--- src/design/pcvc_pkg.sv ---
`timescale 1ns / 1ps
// ----------------------------------------------------------------------------
// pcvc_pkg
// Shared types and constants of the pixel color vote classifier.
// ----------------------------------------------------------------------------
package pcvc_pkg;

  localparam int PIX_W       = 8;
  localparam int MIN_W       = 13;
  localparam int WIN_W       = 13;
  localparam int CLS_W       = 3;
  localparam int NUM_CLASSES = 8;
  localparam int CFG_IDX_W   = 2;
  localparam int CFG_DATA_W  = 13;

  typedef logic [CLS_W-1:0] class_t;
  typedef logic [PIX_W-1:0] chan_t;
  typedef logic [MIN_W-1:0] min_votes_t;
  typedef logic [WIN_W-1:0] win_count_t;
  typedef logic [CFG_IDX_W-1:0] cfg_idx_t;

  localparam class_t CLS_BLACK   = 3'd0;
  localparam class_t CLS_RED     = 3'd1;
  localparam class_t CLS_GREEN   = 3'd2;
  localparam class_t CLS_BLUE    = 3'd3;
  localparam class_t CLS_YELLOW  = 3'd4;
  localparam class_t CLS_PURPLE  = 3'd5;
  localparam class_t CLS_GRAY    = 3'd6;
  localparam class_t CLS_UNKNOWN = 3'd7;

  localparam cfg_idx_t CFG_UNKNOWN_MIN = 2'd0;
  localparam cfg_idx_t CFG_BLACK_LEVEL = 2'd1;

  localparam min_votes_t RST_UNKNOWN_MIN = 13'd6;
  localparam chan_t      RST_BLACK_LEVEL = 8'd100;

  typedef struct packed {
    chan_t red;
    chan_t green;
    chan_t blue;
    logic  last_pixel;
  } pixel_t;

  // Classified pixel handed from the classify stage to the tally stage.
  typedef struct packed {
    logic   valid;
    class_t cls;
    logic   last;
  } cls_req_t;

endpackage

--- src/design/pixel_color_vote_classifier_core.sv ---
`timescale 1ns / 1ps
// ----------------------------------------------------------------------------
// pixel_color_vote_classifier_core
// Streams the pixels of an image tile, votes a color class per pixel and
// reports the winning class when the tile ends.
// ----------------------------------------------------------------------------
// Usage:
//   Input channel (in_*): one RGB pixel per request, in_last_pixel marks the
//   final pixel of a tile. Result channel (out_*): one request per tile with
//   the winning class and the best non-unknown count; other pixels give none.
//   Throughput: one pixel per clock while in_stall is low, back to back
//   across tile boundaries. A tile's last pixel passes the input register,
//   classify, tally/snapshot and black adjust stages into the result register.
//   When the receiver stalls, the result register holds, the adjust stage and
//   the end-of-tile snapshot fill behind it; pixels keep flowing into the
//   counters of the next tile, and in_stall rises only when a further last
//   pixel would find no free snapshot slot.
//   Reset (rst_n low, synchronous) empties the pipe, clears all vote
//   counters and loads unknown_min_votes = 6 and black_level = 100.
//   Configuration: write cfg_wdata to register cfg_index with cfg_we, only
//   while the block is idle. Index 0: unknown_min_votes, 1: black_level.
// ----------------------------------------------------------------------------
module pixel_color_vote_classifier_core #(
  parameter int MAX_PIXELS = 4096
) (
  input  logic                        clk,
  input  logic                        rst_n,
  // pixel requests
  input  logic                        in_valid,
  output logic                        in_stall,
  input  pcvc_pkg::chan_t             in_red,
  input  pcvc_pkg::chan_t             in_green,
  input  pcvc_pkg::chan_t             in_blue,
  input  logic                        in_last_pixel,
  // result requests
  output logic                        out_valid,
  input  logic                        out_stall,
  output pcvc_pkg::class_t            out_color_class,
  output pcvc_pkg::win_count_t        out_winning_count,
  // configuration writes
  input  logic                        cfg_we,
  input  pcvc_pkg::cfg_idx_t          cfg_index,
  input  logic [pcvc_pkg::CFG_DATA_W-1:0] cfg_wdata
);
  import pcvc_pkg::*;

  // Counters must hold MAX_PIXELS itself.
  localparam int CNT_W = $clog2(MAX_PIXELS + 1);

  logic             pipe_go;
  logic             pix_valid_r;
  pixel_t           pix_r;
  cls_req_t         cls_req;
  min_votes_t       unknown_min_r;
  chan_t            black_level_r;
  logic             vote_ready;
  logic             snap_valid;
  logic [CNT_W-1:0] snap_votes [NUM_CLASSES];
  logic [CNT_W-1:0] snap_total;

  // Back-pressure only comes from a blocked end-of-tile snapshot.
  assign in_stall = !pipe_go;

  // Configuration registers; unknown indexes are dropped.
  always_ff @(posedge clk) begin
    if (!rst_n) begin
      unknown_min_r <= RST_UNKNOWN_MIN;
      black_level_r <= RST_BLACK_LEVEL;
    end else if (cfg_we) begin
      unique case (cfg_index)
        CFG_UNKNOWN_MIN: unknown_min_r <= MIN_W'(cfg_wdata);
        CFG_BLACK_LEVEL: black_level_r <= PIX_W'(cfg_wdata);
        default: ;
      endcase
    end
  end

  // Input register: advance with the rest of the front pipe.
  always_ff @(posedge clk) begin
    if (!rst_n) begin
      pix_valid_r <= 1'b0;
    end else if (pipe_go) begin
      pix_valid_r <= in_valid;
    end
  end

  always_ff @(posedge clk) begin
    if (pipe_go) begin
      pix_r.red        <= in_red;
      pix_r.green      <= in_green;
      pix_r.blue       <= in_blue;
      pix_r.last_pixel <= in_last_pixel;
    end
  end

  pcvc_classify u_classify (
    .clk         (clk),
    .rst_n       (rst_n),
    .pipe_go     (pipe_go),
    .pix_valid   (pix_valid_r),
    .pix         (pix_r),
    .black_level (black_level_r),
    .cls_req     (cls_req)
  );

  pcvc_tally #(
    .CNT_W      (CNT_W),
    .MAX_PIXELS (MAX_PIXELS)
  ) u_tally (
    .clk        (clk),
    .rst_n      (rst_n),
    .cls_req    (cls_req),
    .vote_ready (vote_ready),
    .pipe_go    (pipe_go),
    .snap_valid (snap_valid),
    .snap_votes (snap_votes),
    .snap_total (snap_total)
  );

  pcvc_vote #(
    .CNT_W (CNT_W)
  ) u_vote (
    .clk               (clk),
    .rst_n             (rst_n),
    .snap_valid        (snap_valid),
    .snap_votes        (snap_votes),
    .snap_total        (snap_total),
    .unknown_min       (unknown_min_r),
    .out_stall         (out_stall),
    .vote_ready        (vote_ready),
    .out_valid         (out_valid),
    .out_color_class   (out_color_class),
    .out_winning_count (out_winning_count)
  );

endmodule

--- src/design/pcvc_classify.sv ---
`timescale 1ns / 1ps
// ----------------------------------------------------------------------------
// pcvc_classify
// Threshold rules that map one RGB pixel to a color class, registered.
// ----------------------------------------------------------------------------
module pcvc_classify (
  input  logic              clk,
  input  logic              rst_n,
  input  logic              pipe_go,
  input  logic              pix_valid,
  input  pcvc_pkg::pixel_t  pix,
  input  pcvc_pkg::chan_t   black_level,
  output pcvc_pkg::cls_req_t cls_req
);
  import pcvc_pkg::*;

  localparam chan_t GREEN_MIN   = 8'd120;
  localparam chan_t GREEN_LEAD  = 8'd30;
  localparam chan_t RB_LEAD     = 8'd5;
  localparam chan_t HUE_LEAD    = 8'd40;
  localparam chan_t RED_MIN     = 8'd200;
  localparam chan_t GRAY_SPREAD = 8'd14;

  // a > b + k without wrap
  function automatic logic gt_plus(input chan_t a, input chan_t b, input chan_t k);
    return {1'b0, a} > ({1'b0, b} + {1'b0, k});
  endfunction

  function automatic chan_t absdiff(input chan_t a, input chan_t b);
    return (a > b) ? (a - b) : (b - a);
  endfunction

  class_t   cls_nxt;
  cls_req_t req_r;

  always_comb begin
    if (pix.red < black_level && pix.green < black_level && pix.blue < black_level) begin
      cls_nxt = CLS_BLACK;
    end else if (pix.green > GREEN_MIN && gt_plus(pix.green, pix.red, GREEN_LEAD) &&
                 gt_plus(pix.red, pix.blue, RB_LEAD)) begin
      cls_nxt = CLS_GREEN;
    end else if (gt_plus(pix.blue, pix.green, HUE_LEAD) &&
                 gt_plus(pix.green, pix.red, HUE_LEAD)) begin
      cls_nxt = CLS_BLUE;
    end else if (absdiff(pix.blue, pix.red) < HUE_LEAD &&
                 gt_plus(pix.red, pix.green, HUE_LEAD)) begin
      cls_nxt = CLS_PURPLE;
    end else if (pix.red > RED_MIN && gt_plus(pix.red, pix.green, HUE_LEAD) &&
                 absdiff(pix.green, pix.blue) < HUE_LEAD) begin
      cls_nxt = CLS_RED;
    end else if (pix.red > RED_MIN && gt_plus(pix.green, pix.blue, HUE_LEAD)) begin
      cls_nxt = CLS_YELLOW;
    end else if (absdiff(pix.red, pix.green) < GRAY_SPREAD &&
                 absdiff(pix.blue, pix.red) < GRAY_SPREAD &&
                 absdiff(pix.green, pix.blue) < GRAY_SPREAD) begin
      cls_nxt = CLS_GRAY;
    end else begin
      cls_nxt = CLS_UNKNOWN;
    end
  end

  always_ff @(posedge clk) begin
    if (!rst_n) begin
      req_r <= '0;
    end else if (pipe_go) begin
      req_r.valid <= pix_valid;
      req_r.cls   <= cls_nxt;
      req_r.last  <= pix.last_pixel;
    end
  end

  assign cls_req = req_r;

endmodule

--- src/design/pcvc_tally.sv ---
`timescale 1ns / 1ps
// ----------------------------------------------------------------------------
// pcvc_tally
// Saturating per-class vote counters; snapshot of the tally at end of tile.
// ----------------------------------------------------------------------------
module pcvc_tally #(
  parameter int CNT_W      = 13,
  parameter int MAX_PIXELS = 4096
) (
  input  logic               clk,
  input  logic               rst_n,
  input  pcvc_pkg::cls_req_t cls_req,
  input  logic               vote_ready,
  output logic               pipe_go,
  output logic               snap_valid,
  output logic [CNT_W-1:0]   snap_votes [pcvc_pkg::NUM_CLASSES],
  output logic [CNT_W-1:0]   snap_total
);
  import pcvc_pkg::*;

  localparam logic [CNT_W-1:0] CNT_MAX = CNT_W'(MAX_PIXELS);

  logic [CNT_W-1:0] votes_r   [NUM_CLASSES];
  logic [CNT_W-1:0] votes_inc [NUM_CLASSES];
  logic [CNT_W-1:0] total_r;
  logic [CNT_W-1:0] total_inc;
  logic [CNT_W-1:0] snap_votes_r [NUM_CLASSES];
  logic [CNT_W-1:0] snap_total_r;
  logic             snap_valid_r;
  logic             snap_valid_nxt;
  logic             snap_free;
  logic             upd;
  logic             tile_end;

  // A finished tile can only leave when the snapshot slot is free; hold the
  // front of the pipe otherwise.
  assign snap_free = !snap_valid_r || vote_ready;
  assign pipe_go   = !(cls_req.valid && cls_req.last && !snap_free);
  assign upd       = pipe_go && cls_req.valid;
  assign tile_end  = upd && cls_req.last;

  always_comb begin
    for (int i = 0; i < NUM_CLASSES; i++) begin
      votes_inc[i] = votes_r[i];
      if (cls_req.cls == class_t'(i) && votes_r[i] < CNT_MAX) begin
        votes_inc[i] = votes_r[i] + 1'b1;
      end
    end
    total_inc = (total_r < CNT_MAX) ? (total_r + 1'b1) : total_r;
  end

  always_comb begin
    snap_valid_nxt = snap_valid_r;
    if (tile_end) begin
      snap_valid_nxt = 1'b1;
    end else if (vote_ready) begin
      snap_valid_nxt = 1'b0;
    end
  end

  always_ff @(posedge clk) begin
    if (!rst_n) begin
      for (int i = 0; i < NUM_CLASSES; i++) begin
        votes_r[i] <= '0;
      end
      total_r      <= '0;
      snap_valid_r <= 1'b0;
    end else begin
      snap_valid_r <= snap_valid_nxt;
      if (upd) begin
        for (int i = 0; i < NUM_CLASSES; i++) begin
          votes_r[i] <= cls_req.last ? '0 : votes_inc[i];
        end
        total_r <= cls_req.last ? '0 : total_inc;
      end
    end
  end

  always_ff @(posedge clk) begin
    if (tile_end) begin
      snap_votes_r <= votes_inc;
      snap_total_r <= total_inc;
    end
  end

  assign snap_valid = snap_valid_r;
  assign snap_votes = snap_votes_r;
  assign snap_total = snap_total_r;

endmodule

--- src/design/pcvc_vote.sv ---
`timescale 1ns / 1ps
// ----------------------------------------------------------------------------
// pcvc_vote
// Black-majority adjust, winner pick with unknown re-vote, result register.
// ----------------------------------------------------------------------------
module pcvc_vote #(
  parameter int CNT_W = 13
) (
  input  logic                 clk,
  input  logic                 rst_n,
  input  logic                 snap_valid,
  input  logic [CNT_W-1:0]     snap_votes [pcvc_pkg::NUM_CLASSES],
  input  logic [CNT_W-1:0]     snap_total,
  input  pcvc_pkg::min_votes_t unknown_min,
  input  logic                 out_stall,
  output logic                 vote_ready,
  output logic                 out_valid,
  output pcvc_pkg::class_t     out_color_class,
  output pcvc_pkg::win_count_t out_winning_count
);
  import pcvc_pkg::*;

  localparam int CMP_W = (CNT_W > MIN_W) ? CNT_W : MIN_W;

  logic [CNT_W-1:0] adj_votes_r   [NUM_CLASSES];
  logic [CNT_W-1:0] adj_votes_nxt [NUM_CLASSES];
  logic             adj_valid_r;
  logic             adj_free;
  logic             out_free;
  logic             out_valid_r;
  class_t           color_r;
  win_count_t       count_r;
  logic [CNT_W-1:0] best;
  class_t           best_idx;
  class_t           win_nxt;

  assign out_free   = !out_valid_r || !out_stall;
  assign adj_free   = !adj_valid_r || out_free;
  assign vote_ready = adj_free;

  always_ff @(posedge clk) begin
    if (!rst_n) begin
      adj_valid_r <= 1'b0;
    end else if (adj_free) begin
      adj_valid_r <= snap_valid;
    end
  end

  // Black keeps the whole tile on a strict majority, else drops out.
  always_comb begin
    adj_votes_nxt = snap_votes;
    adj_votes_nxt[CLS_BLACK] =
      ({snap_votes[CLS_BLACK], 1'b0} > {1'b0, snap_total}) ? snap_total : '0;
  end

  always_ff @(posedge clk) begin
    if (adj_free && snap_valid) begin
      adj_votes_r <= adj_votes_nxt;
    end
  end

  // Best of all classes but unknown; lowest index wins ties.
  always_comb begin
    best     = adj_votes_r[0];
    best_idx = CLS_BLACK;
    for (int i = 1; i < NUM_CLASSES - 1; i++) begin
      if (adj_votes_r[i] > best) begin
        best     = adj_votes_r[i];
        best_idx = class_t'(i);
      end
    end
  end

  // Unknown takes the first vote only when strictly ahead; then the runner-up
  // must reach the minimum or the answer is still unknown.
  always_comb begin
    win_nxt = best_idx;
    if (adj_votes_r[CLS_UNKNOWN] > best && CMP_W'(best) < CMP_W'(unknown_min)) begin
      win_nxt = CLS_UNKNOWN;
    end
  end

  always_ff @(posedge clk) begin
    if (!rst_n) begin
      out_valid_r <= 1'b0;
    end else if (out_free) begin
      out_valid_r <= adj_valid_r;
    end
  end

  always_ff @(posedge clk) begin
    if (out_free && adj_valid_r) begin
      color_r <= win_nxt;
      count_r <= WIN_W'(best);
    end
  end

  assign out_valid         = out_valid_r;
  assign out_color_class   = color_r;
  assign out_winning_count = count_r;

endmodule
--- config.mk ---
export PLATFORM = sky130hd
export DESIGN_NAME = pixel_color_vote_classifier_core
export DESIGN_NICKNAME = d
export VERILOG_FILES = /design/src/design/pcvc_pkg.sv /design/src/design/pixel_color_vote_classifier_core.sv /design/src/design/pcvc_classify.sv /design/src/design/pcvc_tally.sv /design/src/design/pcvc_vote.sv
export SDC_FILE = /design/constraint.sdc
export NUM_CORES = 1
export LEC_CHECK = 0
export BUFFER_PORTS_ARGS = -buffer_cell sky130_fd_sc_hd__buf_2
export CORE_ASPECT_RATIO = 2
export CORE_MARGIN = 2
export CORE_UTILIZATION = 68
export CTS_BUF_LIST = sky130_fd_sc_hd__clkbuf_8 sky130_fd_sc_hd__clkbuf_16
export DETAILED_ROUTE_END_ITERATION = 10
export PLACE_DENSITY = 0.95
export SYNTH_ARGS = -nofsm -noshare
export SYNTH_HDL_FRONTEND = slang
export SYNTH_SLANG_ARGS = --single-unit
--- constraint.sdc ---
create_clock -name clk -period 22.6 [get_ports clk]
set_input_delay 5.65 -clock clk [delete_from_list [all_inputs] [get_ports clk]]
set_output_delay 5.65 -clock clk [all_outputs]
set_load 0.1 [all_outputs]
==> results of run 1 <==
## per-stage QoR
step	total power [mW]	hold WS [ns]	utilization [%]	std cells	worst slack, ns
2_1_floorplan	1.02	0.400	-	2002	7.97
3_3_place_gp	1.07	0.402	71.8	2475	5.70
3_5_place_dp	1.08	0.405	71.8	2475	5.28
4_1_cts	1.70	0.416	75.4	2541	5.29
5_1_grt	1.75	0.424	75.4	2542	3.87
6_report	1.70	0.416	75.4	2542	5.19
## worst min-delay path by stage
stage	startpoint	to
6_report	u_tally.snap_votes[69]	u_vote.adj_votes_r[69]
5_1_grt	u_tally.snap_votes[69]	u_vote.adj_votes_r[69]
3_5_place_dp	u_tally.snap_votes[49]	u_vote.adj_votes_r[49]
4_1_cts	u_tally.snap_votes[69]	u_vote.adj_votes_r[69]
2_1_floorplan	u_tally.snap_votes[0]	u_vote.adj_votes_r[0]
3_3_place_gp	u_tally.snap_votes[17]	u_vote.adj_votes_r[17]
## placed cells by master, fill, tap and decap left out, drive strengths merged, types with 6 or more instances in the layout
cell	n
and2	34
o21a	11
nand3	46
nor3	41
ha	221
edfxtp	366
buf	80
nor2b	118
clkbuf	40
inv	166
and3	22
dfxtp	43
and4	8
nand2b	23
o21bai	9
nor2	76
nor4	7
mux2i	44
o21ai	71
o211ai	11
clkinv	8
a21boi	27
a31oi	18
mux2	58
xor2	50
fa	6
a21o	42
a21oi	79
nand4b	7
xnor2	92
nand2	124
a32o	8
nand4	55
## flip-flops by register name, indices dropped and copies added (netlist names)
signal / cells
unknown_min_r: 13
u_tally.snap_total: 13
u_vote.out_winning_count: 13
pix_valid_r: 1
pix_r: 25
u_tally.snap_valid: 1
u_vote.adj_valid_r: 1
u_tally.snap_votes: 104
u_tally.votes_r: 104
u_vote.out_valid: 1
u_classify.cls_req: 5
u_vote.out_color_class: 3
u_tally.total_r: 13
black_level_r: 8
u_vote.adj_votes_r: 104
## critical path: cells and delay by family (launching register included)
| kind | cells | cell delay, ns |
|---|---|---|
| simple gates | 22 | 2.70 |
| compound gates | 34 | 9.50 |
| flops | 1 | 0.37 |
| fa+ha+maj | 7 | 1.98 |
| buf+inv | 8 | 0.91 |
| mux | 4 | 1.69 |
## Yosys cell counts, types with 4 or more instances
master / count / area share [%]
nor2b_1: 118 / 3.2
and4_1: 8 / 0.30
a221oi_1: 4 / 0.15
mux2_4: 6 / 0.39
mux2_2: 52 / 2.5
o21ai_0: 70 / 1.5
nand2b_1: 23 / 0.62
nand4b_1: 7 / 0.26
o211ai_1: 9 / 0.29
o21bai_1: 8 / 0.26
fa_1: 6 / 0.52
a31o_2: 5 / 0.19
nand4_1: 55 / 1.5
o21a_1: 11 / 0.35
dfxtp_1: 43 / 3.7
a32o_1: 8 / 0.34
and2_1: 33 / 0.89
nor2_1: 76 / 1.2
and3_1: 22 / 0.59
clkbuf_1: 39 / 0.63
edfxtp_1: 366 / 47
xnor2_1: 92 / 3.5
nor3_1: 41 / 0.88
nor4b_1: 4 / 0.15
nand3_1: 46 / 0.99
xor2_1: 49 / 1.8
a21boi_0: 26 / 0.84
inv_1: 154 / 2.5
a211oi_1: 4 / 0.13
a21o_1: 42 / 1.4
mux2i_1: 42 / 1.8
a21oi_1: 79 / 1.7
nor4_1: 7 / 0.19
o31ai_1: 5 / 0.16
or3_1: 5 / 0.13
o2111ai_1: 4 / 0.15
nand2_1: 124 / 2.0
a31oi_1: 18 / 0.48
ha_1: 221 / 12
## area by class of cell
cell class	instances	area share, %
Sequential cell	409	46.7
Multi-Input combinational cell	1395	42.3
Clock buffer	39	3.76
Inverter	155	2.30
Tap cell	436	2.15
Timing Repair Buffer	81	1.78
Clock inverter	27	1.04
## cells by family after synthesis
| family | count (synthesis) | synth area share, % |
|---|---|---|
| AND/OR/NAND/NOR | 588 | 13.5 |
| adder cells (fa/ha/maj) | 227 | 12.4 |
| multiplexers | 102 | 4.86 |
| flip-flops | 409 | 50.9 |
| XOR/XNOR | 142 | 5.37 |
| buffers and inverters | 198 | 3.23 |
| AO/OA/AOI/OAI | 336 | 9.75 |
## power groups by stage
stage / Clock [mW] / Sequential (mW) / Combinational, mW
3_3_place_gp: 0 / 0.882 / 0.189
6_report: 0.629 / 0.869 / 0.202
5_1_grt: 0.660 / 0.870 / 0.221
3_5_place_dp: 0 / 0.884 / 0.196
2_1_floorplan: 0 / 0.874 / 0.144
4_1_cts: 0.635 / 0.868 / 0.198
## per-layer routing
metal	global-route usage, %	share of wire [%]	vias up
met1	34.3	34	7850
met3	5.16	5.3	303
met4	23.7	8.4	0
met5	0	0	-
met2	60.5	52	674
li1	-	-	7483
==> results.md, run 1 <==
* Status: complete, no violations
* Cell Int Power at 1.27 mW
* Relative slew margins at 16.6%
* CP startpoint kind: flip-flop
* Worst-Skew Late Latency at 0.55 ns
* RSZ-0062 raised after global routing: false
* Clk network pwr share at 37.0%
* VDD IR max at 0.0805 mV
* Fin Setup TNS at 0 ns
* Via Count at 16.3k
* Finish-stage setup viols at 0
* Placed cell area at 0.0242 sq mm
* Most Frequent Cell on Critical Path: o21ai_0
* CTS resizes at 0
* Syn nets at 2274
* Fin crit period at 17.41 ns
* PortBufs at 62
* GRT overflow at 0
* Die ar. at 0.0358 sq mm
* Max-cap violations at 0
* CP arrival at 17.70 ns
* Die W at 135 um
* Syn. warnings at 0
* R2r endpoint: u_vote.out_color_class[1]
* Top_reg_cell synth: edfxtp_1
* FF+latch count, synth at 409
* Drt total wl at 59.0 mm
* Critical-path top delay cell: a21boi_1
* Clk pin slew, worst setup/hold paths at 0.07 ns
* Sequential cell area at 0.0119 sq mm
* Critical path fanouts, max at 28
* # DRC at 0
* I/O pin count at 63
* # rows at 95
* Final Max Tran Viols at 0
* Post-Route Skew at 0.0328 ns
* PwrDens at 67.0 mW/mm^2
* Chip height at 266 um
* Cells after Synth at 2002
* # nets final at 2350
* Crit-path max cell delay at 0.89 ns
* Avg Cell Area, Syn at 11.6 sq um
* Routed wire length per instance at 23.2 um
* Footprint of the multi-input gates at 0.0107 sq mm
* DR pass1 iterations at 6
* Worst Setup EP: u_vote.out_color_class[1]
* Switch share at 25.2%
* Unique cell type count in the Yosys netlist at 85
* Diode count at 0
* Fin crit share at 77.0%
* Cell area after synthesis at 0.0233 sq mm
* Starting Density at 69.2%
* Area grow syn2layout at 8.94%
* Post-synth EDFFs at 366
* Ys async rst share at 0%
* Vias per std cell at 6.42
* Post-CTS Setup Repair Bufs at 0
* Worst-margin pin slew at 1.24 ns
* Global-route wire length before repair at 91.3 mm
* Register-to-register setup slack at 5.19 ns
* Max Buffers Root-to-Sink at 3
* Critical path startpoint: u_vote.adj_votes_r[94]
* Sink Count at 409
* Fill cell count at 2101
* Total core area at 0.0336 sq mm
* Share of cells above drive strength 1 at 11.0%
* Worst Path Class, Setup: reg -> reg
* DRT antenna net count at 0
* Worst r2r path cells at 75
* CTS Root Cell: clkbuf_16
* Hold-fix buffers, CTS at 0
* 1st-iter DRT viols at 1395
* Final GP Congestion at 1.01
* Power share of the sequential group at 51.1%
* H-tree depth at 2
* CP Capture Type: flip-flop
* Design area at 0.0254 sq mm
* Psw at 427 uW
* Combinational power share at 11.9%
* Fin. Hold Viols at 0
* TritonCTS clock tree: yes
* Initial antenna violation count at 1
* Largest net degree at the start of global routing at 75
* Leak Pwr at 10.1 nW
* Register area share after synthesis at 50.9%
* Min-delay worst type: reg -> reg
* Hold path depth at 0
* DP HPWL at 43.3 mm
* Reg-to-Reg Start: u_vote.adj_votes_r[94]
* CP required at 22.89 ns
* Fmax at 57.4 MHz
* Via count of the first global-routing pass at 17.2k
* GRT Overall Usage at 33.3%
* CTS Buf Count at 36
(Power assumes the default switching activity.)
==> inputs of run 2 (changes only) <==
--- a/config.mk
+++ b/config.mk
@@ -8,10 +8,10 @@
 export BUFFER_PORTS_ARGS = -buffer_cell sky130_fd_sc_hd__buf_2
 export CORE_ASPECT_RATIO = 2
 export CORE_MARGIN = 2
-export CORE_UTILIZATION = 68
+export CORE_UTILIZATION = 57
 export CTS_BUF_LIST = sky130_fd_sc_hd__clkbuf_8 sky130_fd_sc_hd__clkbuf_16
 export DETAILED_ROUTE_END_ITERATION = 10
-export PLACE_DENSITY = 0.95
+export PLACE_DENSITY = 0.86
 export SYNTH_ARGS = -nofsm -noshare
 export SYNTH_HDL_FRONTEND = slang
 export SYNTH_SLANG_ARGS = --single-unit
==> constraint.sdc (replaced) <==
create_clock -name clk -period 15.3 [get_ports clk]
set_input_delay 3.825 -clock clk [delete_from_list [all_inputs] [get_ports clk]]
set_output_delay 3.825 -clock clk [all_outputs]
set_load 0.1 [all_outputs]
==> run 2 against run 1 <==
Sequential power up 47%. Register-to-register slack lost 4.6 ns. Largest power group unchanged. Wire length increased by 0.11%. Clock skew fell by 0.013 ns. Die area is 19% higher. First-iteration DRC count down 13%. Highest routed layer unchanged. Non-clock buffer count up 35. Maximum frequency is 19% higher. Via count shrank 0.12%.
==> results.md, run 2 (same netlist as run 1, synthesis figures left out) <==
* Power share of the sequential group at 50.9%
* GRT overflow at 0
* Hold-fix buffers, CTS at 0
* Fmax at 68.1 MHz
* Combinational power share at 12.3%
* DR pass1 iterations at 5
* # nets final at 2388
* I/O pin count at 63
* Via count of the first global-routing pass at 17.1k
* Min-delay worst type: reg -> reg
* Drt total wl at 59.0 mm
* Via Count at 16.3k
* Vias per std cell at 6.09
* Most common cell after layout, fill and taps aside: edfxtp_1
* Share of cells above drive strength 1 at 13.6%
* DRT antenna net count at 0
* CTS Buf Count at 37
* Clk network pwr share at 36.8%
* Die W at 147 um
* Starting Density at 57.7%
* H-tree depth at 2
* Highest-count cells in the layout ignoring fill and taps: 366 x edfxtp_1, 219 x ha_1, 158 x inv_1, 123 x nand2_1, 116 x nor2b_1
* Crit-path max cell delay at 0.49 ns
* Status: complete, no violations
* Fill cell count at 3009
* Psw at 644 uW
* PwrDens at 96.7 mW/mm^2
* Sink Count at 409
* Finish-stage setup viols at 0
* CP arrival at 14.98 ns
* Max Buffers Root-to-Sink at 3
* CP Capture Type: flip-flop
* Global-route wire length before repair at 91.1 mm
* Sequential cell area at 0.0119 sq mm
* Critical-path top delay cell: or4b_4
* Worst-Skew Late Latency at 0.56 ns
* VDD IR max at 0.0870 mV
* WHS at 0.414 ns
* TritonCTS clock tree: yes
* Worst Path Class, Setup: reg -> reg
* Pre-CTS setup slack at -0.272 ns
* Initial antenna violation count at 1
* Leak Pwr at 10.4 nW
* # rows at 104
* Switch share at 25.6%
* Worst-margin pin slew at 1.01 ns
* Die ar. at 0.0426 sq mm
* Final Max Tran Viols at 0
* Cell Int Power at 1.88 mW
* 1st-iter DRT viols at 1210
* GRT Overall Usage at 27.4%
* Post-Route Skew at 0.0199 ns
* Area grow syn2layout at 11.8%
* Largest net degree at the start of global routing at 87
* Fin. Hold Viols at 0
* PortBufs at 62
* CP startpoint kind: flip-flop
* Clk pin slew, worst setup/hold paths at 0.08 ns
* CTS Root Cell: clkbuf_16
* Chip height at 290 um
* Critical path fanouts, max at 13
* Footprint of the multi-input gates at 0.0110 sq mm
* Relative slew margins at 32.7%
* Final setup margin at 0.611 ns
* # DRC at 0
* Max-cap violations at 0
* Total core area at 0.0403 sq mm
* Fin crit share at 96.0%
* CP required at 15.60 ns
* Routed wire length per instance at 22.1 um
* DP HPWL at 43.9 mm
* Final GP Congestion at 1.05
* Fin crit period at 14.69 ns
==> run 2: worst max-delay path: cells and delay by family (launching register included) <==
family	cells	cell delay, ns
AOI/OAI and AO/OA	30	5.69
and+or+nand+nor	27	3.91
adders and majority gates	7	1.84
muxes	5	1.68
buffers and inverters	8	0.85
DFF	1	0.45
==> run 2: metrics by stage <==
step | instance area [sq um] | power [mW] | utilization (%) | cells | TNS (ns)
floorplan | 23300 | 1.50 | - | 2002 | 0
global placement | 24400 | 1.58 | 60.4 | 2583 | -0.00410
detailed placement | 24400 | 1.60 | 60.4 | 2583 | -0.610
CTS | 25600 | 2.52 | 63.5 | 2649 | 0
global route | 26000 | 2.60 | 64.5 | 2674 | -0.254
finish | 26000 | 2.52 | 64.6 | 2675 | 0
==> run 2: what timing repair did <==
item                       4_1_cts  5_1_grt
setup buffers                    0       22
hold endpoints to repair         0        0
setup endpoints to repair        3        3
pin swaps                        0       10
cloned                           0        2
resized for setup                5       47
==> run 2: per-layer routing <==
layer	global-route usage [%]	part of all wire (%)	vias up
met5	0	0	-
met1	27.4	35	7939
met3	3.22	3.6	226
met4	19.3	8.0	0
met2	51.7	53	544
li1	-	-	7581
==> run 2: worst paths after layout <==
| path | start | end | slack (ns) | depth (start not counted) |
|---|---|---|---|---|
| max reg2reg | u_vote.adj_votes_r[81] | u_vote.out_color_class[1] | 0.61 | 77 |
| min | u_tally.snap_votes[46] | u_vote.adj_votes_r[46] | 0.41 | 0 |
| max | u_vote.adj_votes_r[81] | u_vote.out_color_class[1] | 0.61 | 77 |
| min reg2reg | u_tally.snap_votes[46] | u_vote.adj_votes_r[46] | 0.41 | 0 |
==> run 2: power by group through the flow <==
stage               sequential, mW  clock, mW  combinational, mW
global placement              1.30          0              0.283
finish                        1.28      0.928              0.310
global route                  1.28      0.981              0.340
floorplan                     1.29          0              0.212
detailed placement            1.30          0              0.294
CTS                           1.28      0.942              0.297
==> run 2: area by class of cell <==
type                            count  area share (%)
Antenna cell                        2          0.0192
Clock buffer                       40            3.71
Clock inverter                     26           0.903
Inverter                          155            2.24
Multi-Input combinational cell   1397            42.2
Sequential cell                   409            45.5
Tap cell                          530            2.55
Timing Repair Buffer              116            2.88
